`src/hw/rtl/des_pkg.sv`:
```
package des_pkg;

   localparam int MAX_SAMPLES  = 1024;
   localparam int SAMPLE_BITS  = 16;
   localparam int ADDR_BITS    = $clog2(MAX_SAMPLES);
   localparam int CNT_BITS     = $clog2(MAX_SAMPLES + 1);
   localparam int SUM_BITS     = 26;
   localparam int S2_BITS      = 42;
   localparam int RSUM_BITS    = 43;
   localparam int T1_BITS      = 53;
   localparam int T2_BITS      = 52;
   localparam int DEN_BITS     = 22;
   localparam int DIV_DVD_BITS = 96;
   localparam int DIV_DSR_BITS = 43;
   localparam int DIV_CNT_BITS = $clog2(DIV_DVD_BITS);
   localparam int SQRT_BITS    = 64;
   localparam int ROOT_BITS    = 32;

   typedef struct packed {
      logic [SAMPLE_BITS-1:0] sample_value;
      logic                   is_last;
   } req_type;

   typedef struct packed {
      logic [15:0] min_value;
      logic [15:0] max_value;
      logic [15:0] range_value;
      logic [15:0] mode_value;
      logic [16:0] median_x2;
      logic [25:0] sum_total;
      logic [31:0] mean_q16;
      logic [31:0] harmonic_q16;
      logic [31:0] stddev_q16;
      logic [15:0] iqr_value;
      logic [10:0] sample_count;
      logic [1:0]  status;
   } rsp_type;

   typedef struct packed {
      logic                    start;
      logic [DIV_DVD_BITS-1:0] dividend;
      logic [DIV_DSR_BITS-1:0] divisor;
   } div_req_type;

   typedef struct packed {
      logic                    done;
      logic [DIV_DVD_BITS-1:0] quotient;
   } div_rsp_type;

   typedef struct packed {
      logic                 start;
      logic [SQRT_BITS-1:0] value;
   } sqrt_req_type;

   typedef struct packed {
      logic                 done;
      logic [ROOT_BITS-1:0] root;
   } sqrt_rsp_type;

   typedef enum logic [4:0] {
      ST_LOAD,
      ST_SORT_START,
      ST_SORT_FIRST,
      ST_SORT_RUN,
      ST_SORT_TAIL,
      ST_STAT_READ,
      ST_STAT_DATA,
      ST_STAT_ACC,
      ST_STAT_RECIP,
      ST_MEAN,
      ST_MEAN_WAIT,
      ST_HARM,
      ST_HARM_WAIT,
      ST_VAR_MUL1,
      ST_VAR_MUL2,
      ST_VAR_MUL3,
      ST_VAR_SUB,
      ST_VAR_WAIT,
      ST_SQRT_WAIT,
      ST_FINISH
   } state_type;

endpackage

```
`src/hw/rtl/des_sqrt.sv`:
```
module des_sqrt (
   input  logic                  clock,
   input  logic                  reset,
   input  des_pkg::sqrt_req_type req,
   output des_pkg::sqrt_rsp_type rsp
);
   import des_pkg::*;

   logic                 busy_ff, busy_in;
   logic                 done_ff, done_in;
   logic [SQRT_BITS-1:0] v_ff, v_in;
   logic [SQRT_BITS-1:0] r_ff, r_in;
   logic [SQRT_BITS-1:0] bit_ff, bit_in;
   logic [SQRT_BITS-1:0] trial;

   always_ff @(posedge clock) begin
      if (reset) begin
         busy_ff <= 1'b0;
         done_ff <= 1'b0;
      end else begin
         busy_ff <= busy_in;
         done_ff <= done_in;
      end
      v_ff   <= v_in;
      r_ff   <= r_in;
      bit_ff <= bit_in;
   end

   // one result bit per cycle, trial bit walks down two places per step
   always_comb begin
      busy_in = busy_ff;
      done_in = 1'b0;
      v_in    = v_ff;
      r_in    = r_ff;
      bit_in  = bit_ff;
      trial   = r_ff + bit_ff;
      if (req.start) begin
         busy_in = 1'b1;
         v_in    = req.value;
         r_in    = '0;
         bit_in  = SQRT_BITS'(1) << (SQRT_BITS - 2);
      end else if (busy_ff) begin
         if (v_ff >= trial) begin
            v_in = v_ff - trial;
            r_in = (r_ff >> 1) + bit_ff;
         end else begin
            r_in = r_ff >> 1;
         end
         bit_in = bit_ff >> 2;
         if (bit_ff[0]) begin
            busy_in = 1'b0;
            done_in = 1'b1;
         end
      end
   end

   assign rsp.done = done_ff;
   assign rsp.root = r_ff[ROOT_BITS-1:0];

endmodule
```
`config.mk`:
```
export PLATFORM = sky130hd
export DESIGN_NAME = des_sqrt
export DESIGN_NICKNAME = d
export VERILOG_FILES = /design/src/hw/rtl/des_pkg.sv /design/src/hw/rtl/des_sqrt.sv
export SDC_FILE = /design/constraint.sdc
export NUM_CORES = 1
export LEC_CHECK = 0
export BUFFER_PORTS_ARGS = -buffer_cell sky130_fd_sc_hd__buf_2
export CAP_MARGIN = 30
export CORE_ASPECT_RATIO = 0.75
export CORE_MARGIN = 5
export CORE_UTILIZATION = 49
export CTS_BUF_LIST = sky130_fd_sc_hd__clkbuf_8
export DETAILED_ROUTE_END_ITERATION = 6
export PLACE_DENSITY_LB_ADDON = 0.12
export SLEW_MARGIN = 10
export SYNTH_ARGS = -nofsm -noshare
export SYNTH_HDL_FRONTEND = slang
export SYNTH_SLANG_ARGS = --single-unit
```
`constraint.sdc`:
```
create_clock -name clock -period 29.8 [get_ports clock]
set_input_delay 2.98 -clock clock [delete_from_list [all_inputs] [get_ports clock]]
set_output_delay 2.98 -clock clock [all_outputs]
set_load 0.1 [all_outputs]
```
==> flow_metrics.env <==
export IMPL_synth_area_leaders="dfxtp_1, edfxtp_1, ha_1"
export IMPL_crit_path_end_kind="register"
export IMPL_via_count=14500
export IMPL_cts_root_buf="clkbuf_8"
export IMPL_yosys_warnings=0
export IMPL_slew_headroom_pct=35.7
export IMPL_grt_max_degree=99
export IMPL_yosysTopAreaCell="dfxtp_1"
export IMPL_synth_commonest_cells="nand2_1, nor2_1, o21ai_0, a21oi_1, ha_1"
export IMPL_drv_slew=0
export IMPL_syn_area_um2=15300
export IMPL_critPathSlowestCell="buf_4"
export IMPL_yosysUniqueCellTypes=91
export IMPL_rsz0062_at_grt="no"
export IMPL_max_stage_delay_ns=0.75
export IMPL_routed_wl_mm=47.2
export IMPL_cts_sinks=162
export IMPL_grt_pass1_vias=13300
export IMPL_syn_area_per_cell_um2=7.89
export IMPL_diodes=0
export IMPL_ys_seq_area_share_pct=25.4
export IMPL_ff_latch_area_um2=3890
export IMPL_worst_slew_pin_slew_ns=0.964
export IMPL_path_cells="ha_1 -> a311o_1 -> a41oi_2 -> o21bai_1 -> a211o_1 -> a31oi_1 -> o21bai_1 -> a21oi_1 -> nor2_1 -> o21ai_1 -> xor2_1 -> ha_1 -> and2_2 -> nand3_2 -> nor4_4 -> nand3_1 -> a31oi_1 -> o21a_2 -> a211oi_4 -> buf_4 -> o21ai_4 -> buf_4"
export IMPL_skew_ns=0.0282
export IMPL_antenna_found_initial=0
export IMPL_power_density_nw_per_um2=92.2
export IMPL_final_nets=2131
export IMPL_required_ns=29.93
export IMPL_fp_dieH_um=163
export IMPL_io_pins=100
export IMPL_drcViolationCount=0
export IMPL_finalPower_uw=1490
export IMPL_synth_nets=2139
export IMPL_tritoncts="yes"
export IMPL_gp_congestion=0.940
export IMPL_max_freq_ghz=0.151
export IMPL_holdCritPathClass="reg2reg"
export IMPL_wl_per_cell_um=20.1
export IMPL_drt_vias_per_instance=6.18
export IMPL_start_util_pct=49.3
export IMPL_synthCells=1941
export IMPL_antenna_left=0
export IMPL_critPathTopFamily="compound AO/OA/AOI/OAI gates"
export IMPL_drt_iter0_drc=1506
export IMPL_worst_path_buf_inv=2
export IMPL_clock_latency_ns=0.52
export IMPL_path_class="reg2reg"
export IMPL_arrival_ns=6.76
export IMPL_core_um2=31000
export IMPL_die_x_um=214
export IMPL_setup_ws_ns=23.17
export IMPL_cts_hold_buf=0
export IMPL_cts_made_buffers=17
export IMPL_cts_resized=0
export IMPL_finalSetupViolCount=0
export IMPL_h_tree_depth=4
export IMPL_synthFlopType="dfxtp_1"
export IMPL_die_area_um2=34900
export IMPL_cp_max_fo=70
export IMPL_area_delta_synth_final_pct=5.22
export IMPL_hold_viol=0
export IMPL_status="completed"
export IMPL_synth_seq_cells=162
export IMPL_grtUsageTotal_pct=26.4
export IMPL_fin_crit_ns=6.63
export IMPL_start_kind="register"
export IMPL_async_reset_ff_share_pct=0
export IMPL_p_leak_uw=0.00628
export IMPL_hpwl_mm=36.0
export IMPL_clk_path_buf_depth=2
export IMPL_n_fill_cell=3024
export IMPL_drv_cap=0
export IMPL_place_ws_ns=23.30
export IMPL_multi_input_area_um2=10600
export IMPL_drive_above_1_share_pct=10.6
export IMPL_numPortBuffers=99
export IMPL_setup_tns_ns=0
export IMPL_min_period_over_period_pct=22.3
export IMPL_synth_top_cell_area_share_pct=12.8
export IMPL_cts_clk_slew_worst_paths_ns=0.10
export IMPL_cts_setup_buffers=0
export IMPL_grt_first_pass_wirelength_mm=74.1
export IMPL_firstDrtPassIters=5
export IMPL_yosysMostFrequentCell="nand2_1"
export IMPL_synth_edf_count=64
export IMPL_grt_ovfl_total=0
export IMPL_irDropWorstVdd_uv=80.4
export IMPL_std_cell_rows=56
[state kept, by name (all words and copies together) (netlist names)]
| name | flops |
|---|---|
| busy_ff | 1 |
| r_ff | 64 |
| done_ff | 1 |
| bit_ff | 32 |
| v_ff | 64 |
[worst paths after layout]
path                         startpoint                    to  slack (ns)  depth (start not counted)
setup / recovery  r_ff[10]$_SDFFE_PP0P_    v_ff[21]$_DFFE_PP_       23.17                         22
hold / removal     r_ff[0]$_SDFFE_PP0P_  r_ff[0]$_SDFFE_PP0P_        0.51                          2
setup reg to reg  r_ff[10]$_SDFFE_PP0P_    v_ff[21]$_DFFE_PP_       23.17                         22
hold reg to reg    r_ff[0]$_SDFFE_PP0P_  r_ff[0]$_SDFFE_PP0P_        0.51                          2
[per-stage QoR]
stage	cell area (um2)	std cells	util, %	hold WS [ns]
global route	16100	2352	51.9	0.530
detailed placement	15700	2320	50.6	0.496
CTS	16100	2352	51.9	0.510
floorplan	15300	1941	-	0.468
finish	16100	2352	51.9	0.508
global placement	15700	2320	50.6	0.487
[power by group]
part | total, uW | switching [uW] | internal [uW]
Clock | 176 | 102 | 73.7
Combinational | 946 | 605 | 341
Sequential | 364 | 56.2 | 308
Total | 1490 | 764 | 722
[cell families after synthesis]
| family | Yosys count | share of synthesized area [%] |
|---|---|---|
| muxes | 61 | 4.08 |
| adders and majority gates | 131 | 10.8 |
| buffers and inverters | 179 | 5.55 |
| DFF | 162 | 25.4 |
| xor gates and xnor gates | 143 | 8.18 |
| AOI/OAI and AO/OA | 647 | 27.7 |
| and+or+nand+nor | 618 | 18.4 |
[placed cells by master (no fill, tap or decap), types with 63 or more instances in the layout]
| cell | n |
|---|---|
| o21ai_0 | 143 |
| nor2_1 | 194 |
| edfxtp_1 | 64 |
| nand2_1 | 221 |
| a21oi_1 | 139 |
| dfxtp_1 | 97 |
| xor2_1 | 63 |
| ha_1 | 130 |
| buf_2 | 98 |
| xnor2_1 | 80 |
[worst reg2reg max path, delay by kind of cell (launching register included)]
family          cells  cell delay (ns)
compound gates     12             2.80
buf+inv             2             1.09
simple gates        5             0.94
fa+ha+maj           2             0.61
flops               1             0.48
xor+xnor            1             0.26
[per-layer routing]
| layer | track usage [%] | share of wire, % | vias up | routed length (um) |
|---|---|---|---|---|
| met2 | 35.8 | 37 | 590 | 17600 |
| met4 | 4.74 | 1.2 | 0 | 559 |
| met5 | 0 | 0 | - | 0 |
| met3 | 5.98 | 8.6 | 37 | 4080 |
| met1 | 42.3 | 53 | 6757 | 25000 |
| li1 | - | - | 7144 | - |
[area by class of cell]
| type | instances | area share [%] |
|---|---|---|
| well taps | 406 | 3.15 |
| clock inverters | 13 | 0.854 |
| flip-flops and latches | 162 | 24.1 |
| inverters | 46 | 1.07 |
| repair buffers | 106 | 3.44 |
| multi-input cells | 1600 | 65.7 |
| clock buffers | 19 | 1.62 |
No activity file was read; power rests on OpenSTA's default activity.
