===== config.mk =====
export PLATFORM = sky130hd
export DESIGN_NAME = des_div
export DESIGN_NICKNAME = d
export VERILOG_FILES = /design/src/hw/rtl/des_pkg.sv /design/src/hw/rtl/des_div.sv
export SDC_FILE = /design/constraint.sdc
export NUM_CORES = 1
export LEC_CHECK = 0
export BUFFER_PORTS_ARGS = -buffer_cell sky130_fd_sc_hd__buf_2
export CAP_MARGIN = 20
export CORE_UTILIZATION = 55
export CTS_CLUSTER_DIAMETER = 30
export DETAILED_ROUTE_END_ITERATION = 6
export GPL_ROUTABILITY_DRIVEN = 0
export PLACE_DENSITY = 0.81
export SLEW_MARGIN = 20
export SYNTH_ARGS = -nofsm -noshare
export SYNTH_HDL_FRONTEND = slang
export SYNTH_SLANG_ARGS = --single-unit

===== constraint.sdc =====
create_clock -name clock -period 3.3 [get_ports clock]
set_input_delay 0.165 -clock clock [delete_from_list [all_inputs] [get_ports clock]]
set_output_delay 0.165 -clock clock [all_outputs]
set_load 0.02 [all_outputs]

===== src/hw/rtl/des_pkg.sv =====
package des_pkg;

   localparam int MAX_SAMPLES  = 1024;
   localparam int SAMPLE_BITS  = 16;
   localparam int ADDR_BITS    = $clog2(MAX_SAMPLES);
   localparam int CNT_BITS     = $clog2(MAX_SAMPLES + 1);
   localparam int SUM_BITS     = 26;
   localparam int S2_BITS      = 42;
   localparam int RSUM_BITS    = 43;
   localparam int T1_BITS      = 53;
   localparam int T2_BITS      = 52;
   localparam int DEN_BITS     = 22;
   localparam int DIV_DVD_BITS = 96;
   localparam int DIV_DSR_BITS = 43;
   localparam int DIV_CNT_BITS = $clog2(DIV_DVD_BITS);
   localparam int SQRT_BITS    = 64;
   localparam int ROOT_BITS    = 32;

   typedef struct packed {
      logic [SAMPLE_BITS-1:0] sample_value;
      logic                   is_last;
   } req_type;

   typedef struct packed {
      logic [15:0] min_value;
      logic [15:0] max_value;
      logic [15:0] range_value;
      logic [15:0] mode_value;
      logic [16:0] median_x2;
      logic [25:0] sum_total;
      logic [31:0] mean_q16;
      logic [31:0] harmonic_q16;
      logic [31:0] stddev_q16;
      logic [15:0] iqr_value;
      logic [10:0] sample_count;
      logic [1:0]  status;
   } rsp_type;

   typedef struct packed {
      logic                    start;
      logic [DIV_DVD_BITS-1:0] dividend;
      logic [DIV_DSR_BITS-1:0] divisor;
   } div_req_type;

   typedef struct packed {
      logic                    done;
      logic [DIV_DVD_BITS-1:0] quotient;
   } div_rsp_type;

   typedef struct packed {
      logic                 start;
      logic [SQRT_BITS-1:0] value;
   } sqrt_req_type;

   typedef struct packed {
      logic                 done;
      logic [ROOT_BITS-1:0] root;
   } sqrt_rsp_type;

   typedef enum logic [4:0] {
      ST_LOAD,
      ST_SORT_START,
      ST_SORT_FIRST,
      ST_SORT_RUN,
      ST_SORT_TAIL,
      ST_STAT_READ,
      ST_STAT_DATA,
      ST_STAT_ACC,
      ST_STAT_RECIP,
      ST_MEAN,
      ST_MEAN_WAIT,
      ST_HARM,
      ST_HARM_WAIT,
      ST_VAR_MUL1,
      ST_VAR_MUL2,
      ST_VAR_MUL3,
      ST_VAR_SUB,
      ST_VAR_WAIT,
      ST_SQRT_WAIT,
      ST_FINISH
   } state_type;

endpackage


===== src/hw/rtl/des_div.sv =====
module des_div (
   input  logic                 clock,
   input  logic                 reset,
   input  des_pkg::div_req_type req,
   output des_pkg::div_rsp_type rsp
);
   import des_pkg::*;

   logic                    busy_ff, busy_in;
   logic                    done_ff, done_in;
   logic [DIV_CNT_BITS-1:0] cnt_ff, cnt_in;
   logic [DIV_DVD_BITS-1:0] dvd_ff, dvd_in;
   logic [DIV_DSR_BITS-1:0] dsr_ff, dsr_in;
   logic [DIV_DSR_BITS-1:0] rem_ff, rem_in;
   logic [DIV_DSR_BITS:0]   rem_sh;
   logic [DIV_DSR_BITS:0]   diff;
   logic                    ge;

   always_ff @(posedge clock) begin
      if (reset) begin
         busy_ff <= 1'b0;
         done_ff <= 1'b0;
      end else begin
         busy_ff <= busy_in;
         done_ff <= done_in;
      end
      cnt_ff <= cnt_in;
      dvd_ff <= dvd_in;
      dsr_ff <= dsr_in;
      rem_ff <= rem_in;
   end

   // restoring division, one quotient bit per cycle
   always_comb begin
      busy_in = busy_ff;
      done_in = 1'b0;
      cnt_in  = cnt_ff;
      dvd_in  = dvd_ff;
      dsr_in  = dsr_ff;
      rem_in  = rem_ff;
      rem_sh  = {rem_ff, dvd_ff[DIV_DVD_BITS-1]};
      diff    = rem_sh - {1'b0, dsr_ff};
      ge      = (rem_sh >= {1'b0, dsr_ff});
      if (req.start) begin
         busy_in = 1'b1;
         cnt_in  = '0;
         dvd_in  = req.dividend;
         dsr_in  = req.divisor;
         rem_in  = '0;
      end else if (busy_ff) begin
         rem_in = ge ? diff[DIV_DSR_BITS-1:0] : rem_sh[DIV_DSR_BITS-1:0];
         dvd_in = {dvd_ff[DIV_DVD_BITS-2:0], ge};
         cnt_in = cnt_ff + DIV_CNT_BITS'(1);
         if (cnt_ff == DIV_CNT_BITS'(DIV_DVD_BITS - 1)) begin
            busy_in = 1'b0;
            done_in = 1'b1;
         end
      end
   end

   assign rsp.done     = done_ff;
   assign rsp.quotient = dvd_ff;

endmodule


==> metrics, run 1 <==
clock network fraction of total power 30.2%; slew at the pin closest to its max-slew limit 0.601 ns; highest-count cells in the layout ignoring fill and taps 237 x buf_2, 139 x edfxtp_1, 96 x mux2_2; crit path max fanout 8; initial antenna violation count 4; wire per inst 18.1 µm; syn nets 1102; Die Span Y 139 µm; fillers 1338; post-CTS setup buffers 0; asr flop ratio synth 0%; Final Hold Fails 0; Routed Antenna Nets 0; EDFF count, synth 139; Int Pwr 4.64 mW; DP HPWL 18600 µm; Comb power frac 26.2%; nets 1368; hold crit path type primary input to flop; I/O pin count 239; DRC 5; Root Buffer clkbuf_16; Synth Area per Inst 11.3 µm²; routed vias 8009; Syn Std Cell Area 0.0103 mm²; initial core utilization 56.8%; die width 139 µm; Max Clock Skew 0.0198 ns; total gr overflow 0; fin util 70.6%; Cells after Synth 915; Yosys warnings 0; Finish-stage setup viols 0; dominant synthesized flop cell edfxtp_1; Slew Limit Headroom 59.9%; unrepaired setup endpoints after global routing no; CTS Buf Count 17; largest net degree at the start of global routing 71; Layout area overhead 24.1%; Final Routed Wirelength 25900 µm; Slew Viols, Final 0; port bufs 238; vias in the first global route 7998; CTS tree done; reg-to-reg endpoint rem_ff[31]$_SDFFE_PP0P_; CTS sink count 191; CP Launch Type flop; Initial DRT Pass Iterations 7; P_leak 5.35 nW; sequential area share after synthesis 50.6%; share of post-route cells with drive strength above 1 33.2%; Longest Clk Path Bufs 2; clk_lat worst skew 0.45 ns; period utilization 93.6%; Cell variety after synth 54; clock-pin slew on the worst setup and hold paths 0.09 ns; Global Route Usage Sum 26.9%; first-pass GRT wire length 40500 µm; max-cap violation count 0; Seq pwr share 43.6%; drt first-iter violations 535; P per Cell Area 533 mW/mm²; # rows 49; H-tree levels 4; outcome finished, violations left; Peak Freq 324 MHz; commonest non-fill, non-tap cell in the layout buf_2; net switching fraction of the power 32.0%; Setup TNS Final 0 ns; Worst Setup SP dsr_ff[11]$_DFFE_PP_; r2r setup slk 0.21 ns; fin crit period 3.09 ns; Net Sw Power 2.18 mW; worst r2r src dsr_ff[11]$_DFFE_PP_; vias per cell 5.62; Critical Path End rem_ff[31]$_SDFFE_PP0P_; CP arrival 3.42 ns; r2r worst-path depth 11; Peak supply drop 383 µV; failing checks design-rule violations; Crit Path Class flop to flop; required time worst endpoint 3.63 ns; element type at the critical path end flop; die area 0.0193 mm²; Core Footprint 0.0181 mm²; post-synthesis register bit count 191
-- per-layer routing --
layer  vias up  share of wire (%)  track usage, %
met1      3791                 41            31.9
met4         4                2.4            10.6
met5         -              0.093               0
met2       263                 51            47.0
met3        44                6.3            6.49
li1       3907                  -               -
-- metrics by stage --
| step | setup slack, ns | total power [mW] | area [µm²] | hold slack, ns | instances |
|---|---|---|---|---|---|
| 3_3_place_gp | 0.322 | 4.69 | 11800 | 0.336 | 1347 |
| 5_1_grt | 0.0788 | 7.10 | 12800 | 0.00335 | 1425 |
| 6_report | 0.211 | 6.82 | 12800 | 0.0149 | 1425 |
| 4_1_cts | 0.134 | 6.84 | 12800 | 0.00306 | 1423 |
| 2_1_floorplan | 0.324 | 4.23 | 10300 | 0.237 | 915 |
| 3_5_place_dp | 0.170 | 4.74 | 11800 | 0.335 | 1347 |
-- sequential cells by signal, indices dropped and copies added, names as in the netlist --
signal / cells
busy_ff: 1
cnt_ff: 7
done_ff: 1
dsr_ff: 43
dvd_ff: 96
rem_ff: 43
-- area by class of cell --
type | instances | area (µm²) | area share (%)
tap | 229 | 287 | 2.24
clock inverter | 15 | 160 | 1.25
clock buffer | 17 | 425 | 3.32
antenna | 2 | 5.00 | 0.0391
sequential | 191 | 5220 | 40.7
timing repair buffer | 297 | 1830 | 14.3
inverter | 52 | 195 | 1.52
multi-input combinational | 622 | 4690 | 36.6
-- kinds of logic (layout without fill, tap and decap cells) --
kind of cell / count (synthesis) / count (layout) / share of synthesized area (%)
other: 0 / 2 / 0
AND/OR/NAND/NOR: 201 / 201 / 9.11
buffers and inverters: 102 / 381 / 4.17
flip-flops: 191 / 191 / 50.6
XOR/XNOR: 44 / 44 / 3.74
multiplexers: 127 / 127 / 13.5
adder cells (fa/ha/maj): 45 / 45 / 5.53
AO/OA/AOI/OAI: 205 / 205 / 13.4
-- critical path, cell delays in order (launching register included) --
cell      delay [ns]
edfxtp_1        0.33
inv_1           0.04
ha_1            0.40
and3_1          0.25
and2_1          0.17
a221o_1         0.35
o21ai_0         0.37
a211oi_2        0.17
nor2_1          0.30
xnor2_1         0.19
mux2i_1         0.12
a211oi_1        0.28
-- how the worst min path moves through the flow --
stage | startpoint | slack (ns) | endpoint | depth (start not counted)
floorplan | reset | 0.24 | busy_ff$_SDFF_PP0_ | 1
global placement | reset | 0.34 | busy_ff$_SDFF_PP0_ | 2
detailed placement | reset | 0.34 | busy_ff$_SDFF_PP0_ | 2
CTS | req[45] | 0.003 | dvd_ff[2]$_DFFE_PP_ | 2
global route | req[93] | 0.003 | dvd_ff[50]$_DFFE_PP_ | 2
finish | req[45] | 0.01 | dvd_ff[2]$_DFFE_PP_ | 2
-- cell usage after synthesis, drive strengths merged (31+ instances only) --
library cell    n  share of area, %
clkbuf         38               1.4
a211oi         44               3.6
xnor2          31               2.6
ha             44               5.3
a21oi          45               2.2
o21ai          46               2.2
nand2          44               1.6
nor2           75               2.7
mux2           97                11
edfxtp        139                40
inv            52               1.9
dfxtp          52                10
-- power groups by stage --
stage / registers [mW] / clock network, mW / logic (mW)
finish: 2.97 / 2.06 / 1.79
global route: 3.00 / 2.17 / 1.93
CTS: 2.97 / 2.09 / 1.77
detailed placement: 3.02 / 0 / 1.72
global placement: 3.01 / 0 / 1.68
floorplan: 3.15 / 0 / 1.07
-- timing repair --
item | CTS | global route
hold buffers | 44 | 0
hold endpoints to repair | 45 | 0
resized for setup | 0 | 3
endpoints found under the setup margin | 0 | 23
Power figures use the tool's default switching activity.
==> run 2, diff against run 1 <==
Settings changed: MAX_ROUTING_LAYER set to met4.
Clock period 3.3 ns to 3 ns, I/O delays scaled along.
==> metrics, run 2 (same netlist as run 1, synthesis figures left out) <==
outcome finished, violations left; failing checks design-rule violations, negative setup slack; Max Clock Skew 0.0180 ns; drt first-iter violations 737; GR Layer Usage met2 51.8%; CTS Buf Count 17; # rows 49; required time worst endpoint 3.36 ns; Non-Filler Instances 1527; Longest Clk Path Bufs 2; period utilization 100%; fin crit period 3.01 ns; clk_lat worst skew 0.46 ns; Slew Limit Headroom 59.7%; Finish-stage setup viols 1; largest net degree at the start of global routing 116; r2r worst-path depth 11; vias per cell 5.78; reg-to-reg endpoint rem_ff[12]$_SDFFE_PP0P_; element type at the critical path end flop; max reg flops 96; Peak Freq 332 MHz; Crit Path Class flop to flop; r2r setup slk -0.009 ns; max-cap violation count 0; Die Span Y 139 µm; worst r2r src dsr_ff[15]$_DFFE_PP_; initial core utilization 56.8%; met1 Use GR 34.9%; P per Cell Area 568 mW/mm²; P_leak 5.81 nW; I/O pin count 239; worst setup margin -0.00864 ns; Critical Path End rem_ff[12]$_SDFFE_PP0P_; Final Routed Wirelength 30200 µm; Initial DRT Pass Iterations 7; share of post-route cells with drive strength above 1 35.0%; die width 139 µm; Most Crowded Layer GR met2; Final Hold Fails 0; DP HPWL 18800 µm; DRC 11; Global Route Usage Sum 31.2%; unrepaired setup endpoints after global routing yes; slew at the pin closest to its max-slew limit 0.605 ns; Slew Viols, Final 0; Layout area overhead 34.4%; vias in the first global route 8782; fin util 76.4%; register with the most flip-flops dvd_ff; crit path max fanout 14; routed vias 8831; port bufs 238; CP arrival 3.37 ns; highest-count cells in the layout ignoring fill and taps 237 x buf_2, 139 x edfxtp_1, 108 x dlygate4sd3_1; Core Footprint 0.0181 mm²; Peak supply drop 447 µV; CP Launch Type flop; first-pass GRT wire length 45200 µm; DP Cell Count 1375; initial antenna violation count 6; post-layout power 7.88 mW; worst hold path startpoint req[113]; Worst Setup SP dsr_ff[15]$_DFFE_PP_; die area 0.0193 mm²; Routed Antenna Nets 0; clock-pin slew on the worst setup and hold paths 0.08 ns; commonest non-fill, non-tap cell in the layout buf_2; met3 capacity usage during global routing 6.66%; pre-CTS WS 0.0237 ns; CTS sink count 191; Root Buffer clkbuf_16; CTS tree done; total gr overflow 0; nets 1466; hold crit path type primary input to flop; wire per inst 19.8 µm; H-tree levels 4; biggest regs dvd_ff x96, dsr_ff x43, rem_ff x43
==> run 2: repair_timing <==
| action | CTS | global route |
|---|---|---|
| hold buffers | 106 | 2 |
| setup buffers | 0 | 1 |
| hold endpoints to repair | 107 | 2 |
| setup endpoints to repair | 0 | 42 |
| resized for setup | 0 | 36 |
==> run 2: through the flow <==
step | TNS, ns | area, µm² | hold slack [ns]
final | -0.00864 | 13900 | 0.00616
after global routing | -1.49 | 13900 | -0.00255
after CTS | 0 | 13600 | 0.000228
after detailed placement | 0 | 11900 | 0.328
after global placement | 0 | 11900 | 0.327
after floorplan | 0 | 10300 | 0.222
==> run 2: metal layers <==
metal	part of all wire [%]	up-vias	wire length [µm]
met3	7.1	93	2140
met5	0	-	0
met2	50	443	15100
met1	38	4174	11500
met4	5.1	0	1550
li1	-	4121	-
==> run 2: worst min-delay path by stage <==
stage	endpoint	slack, ns	cells past startpoint
global placement	dsr_ff[33]$_DFFE_PP_	0.33	1
detailed placement	dsr_ff[7]$_DFFE_PP_	0.33	1
floorplan	busy_ff$_SDFF_PP0_	0.22	1
CTS	dvd_ff[64]$_DFFE_PP_	0.0002	2
global route	dvd_ff[64]$_DFFE_PP_	-0.003	2
finish	dvd_ff[70]$_DFFE_PP_	0.006	2
==> run 2: final cells by class <==
type | count | area (µm²)
antenna | 6 | 15.0
tap | 229 | 287
timing repair buffer | 393 | 2740
clock buffer | 17 | 425
inverter | 52 | 195
fill | 1148 | 4280
clock inverter | 15 | 183
sequential | 191 | 5220
multi-input combinational | 624 | 4810
==> run 2: worst max-delay path, cell delays in order (launching register included) <==
cell and delay, ns:
edfxtp_1 0.38, inv_2 0.08, ha_4 0.21, a211o_1 0.29, a31oi_2 0.19, o221ai_2 0.16, a211oi_4 0.36, a31oi_4 0.16
a221o_4 0.50, clkbuf_16 0.22, mux2i_1 0.12, a211oi_1 0.23
==> run 2: where the power goes <==
part           switching [mW]  total (mW)  internal [mW]
Combinational            1.22        2.25           1.03
Sequential              0.163        3.29           3.13
Clock                    1.20        2.34           1.14
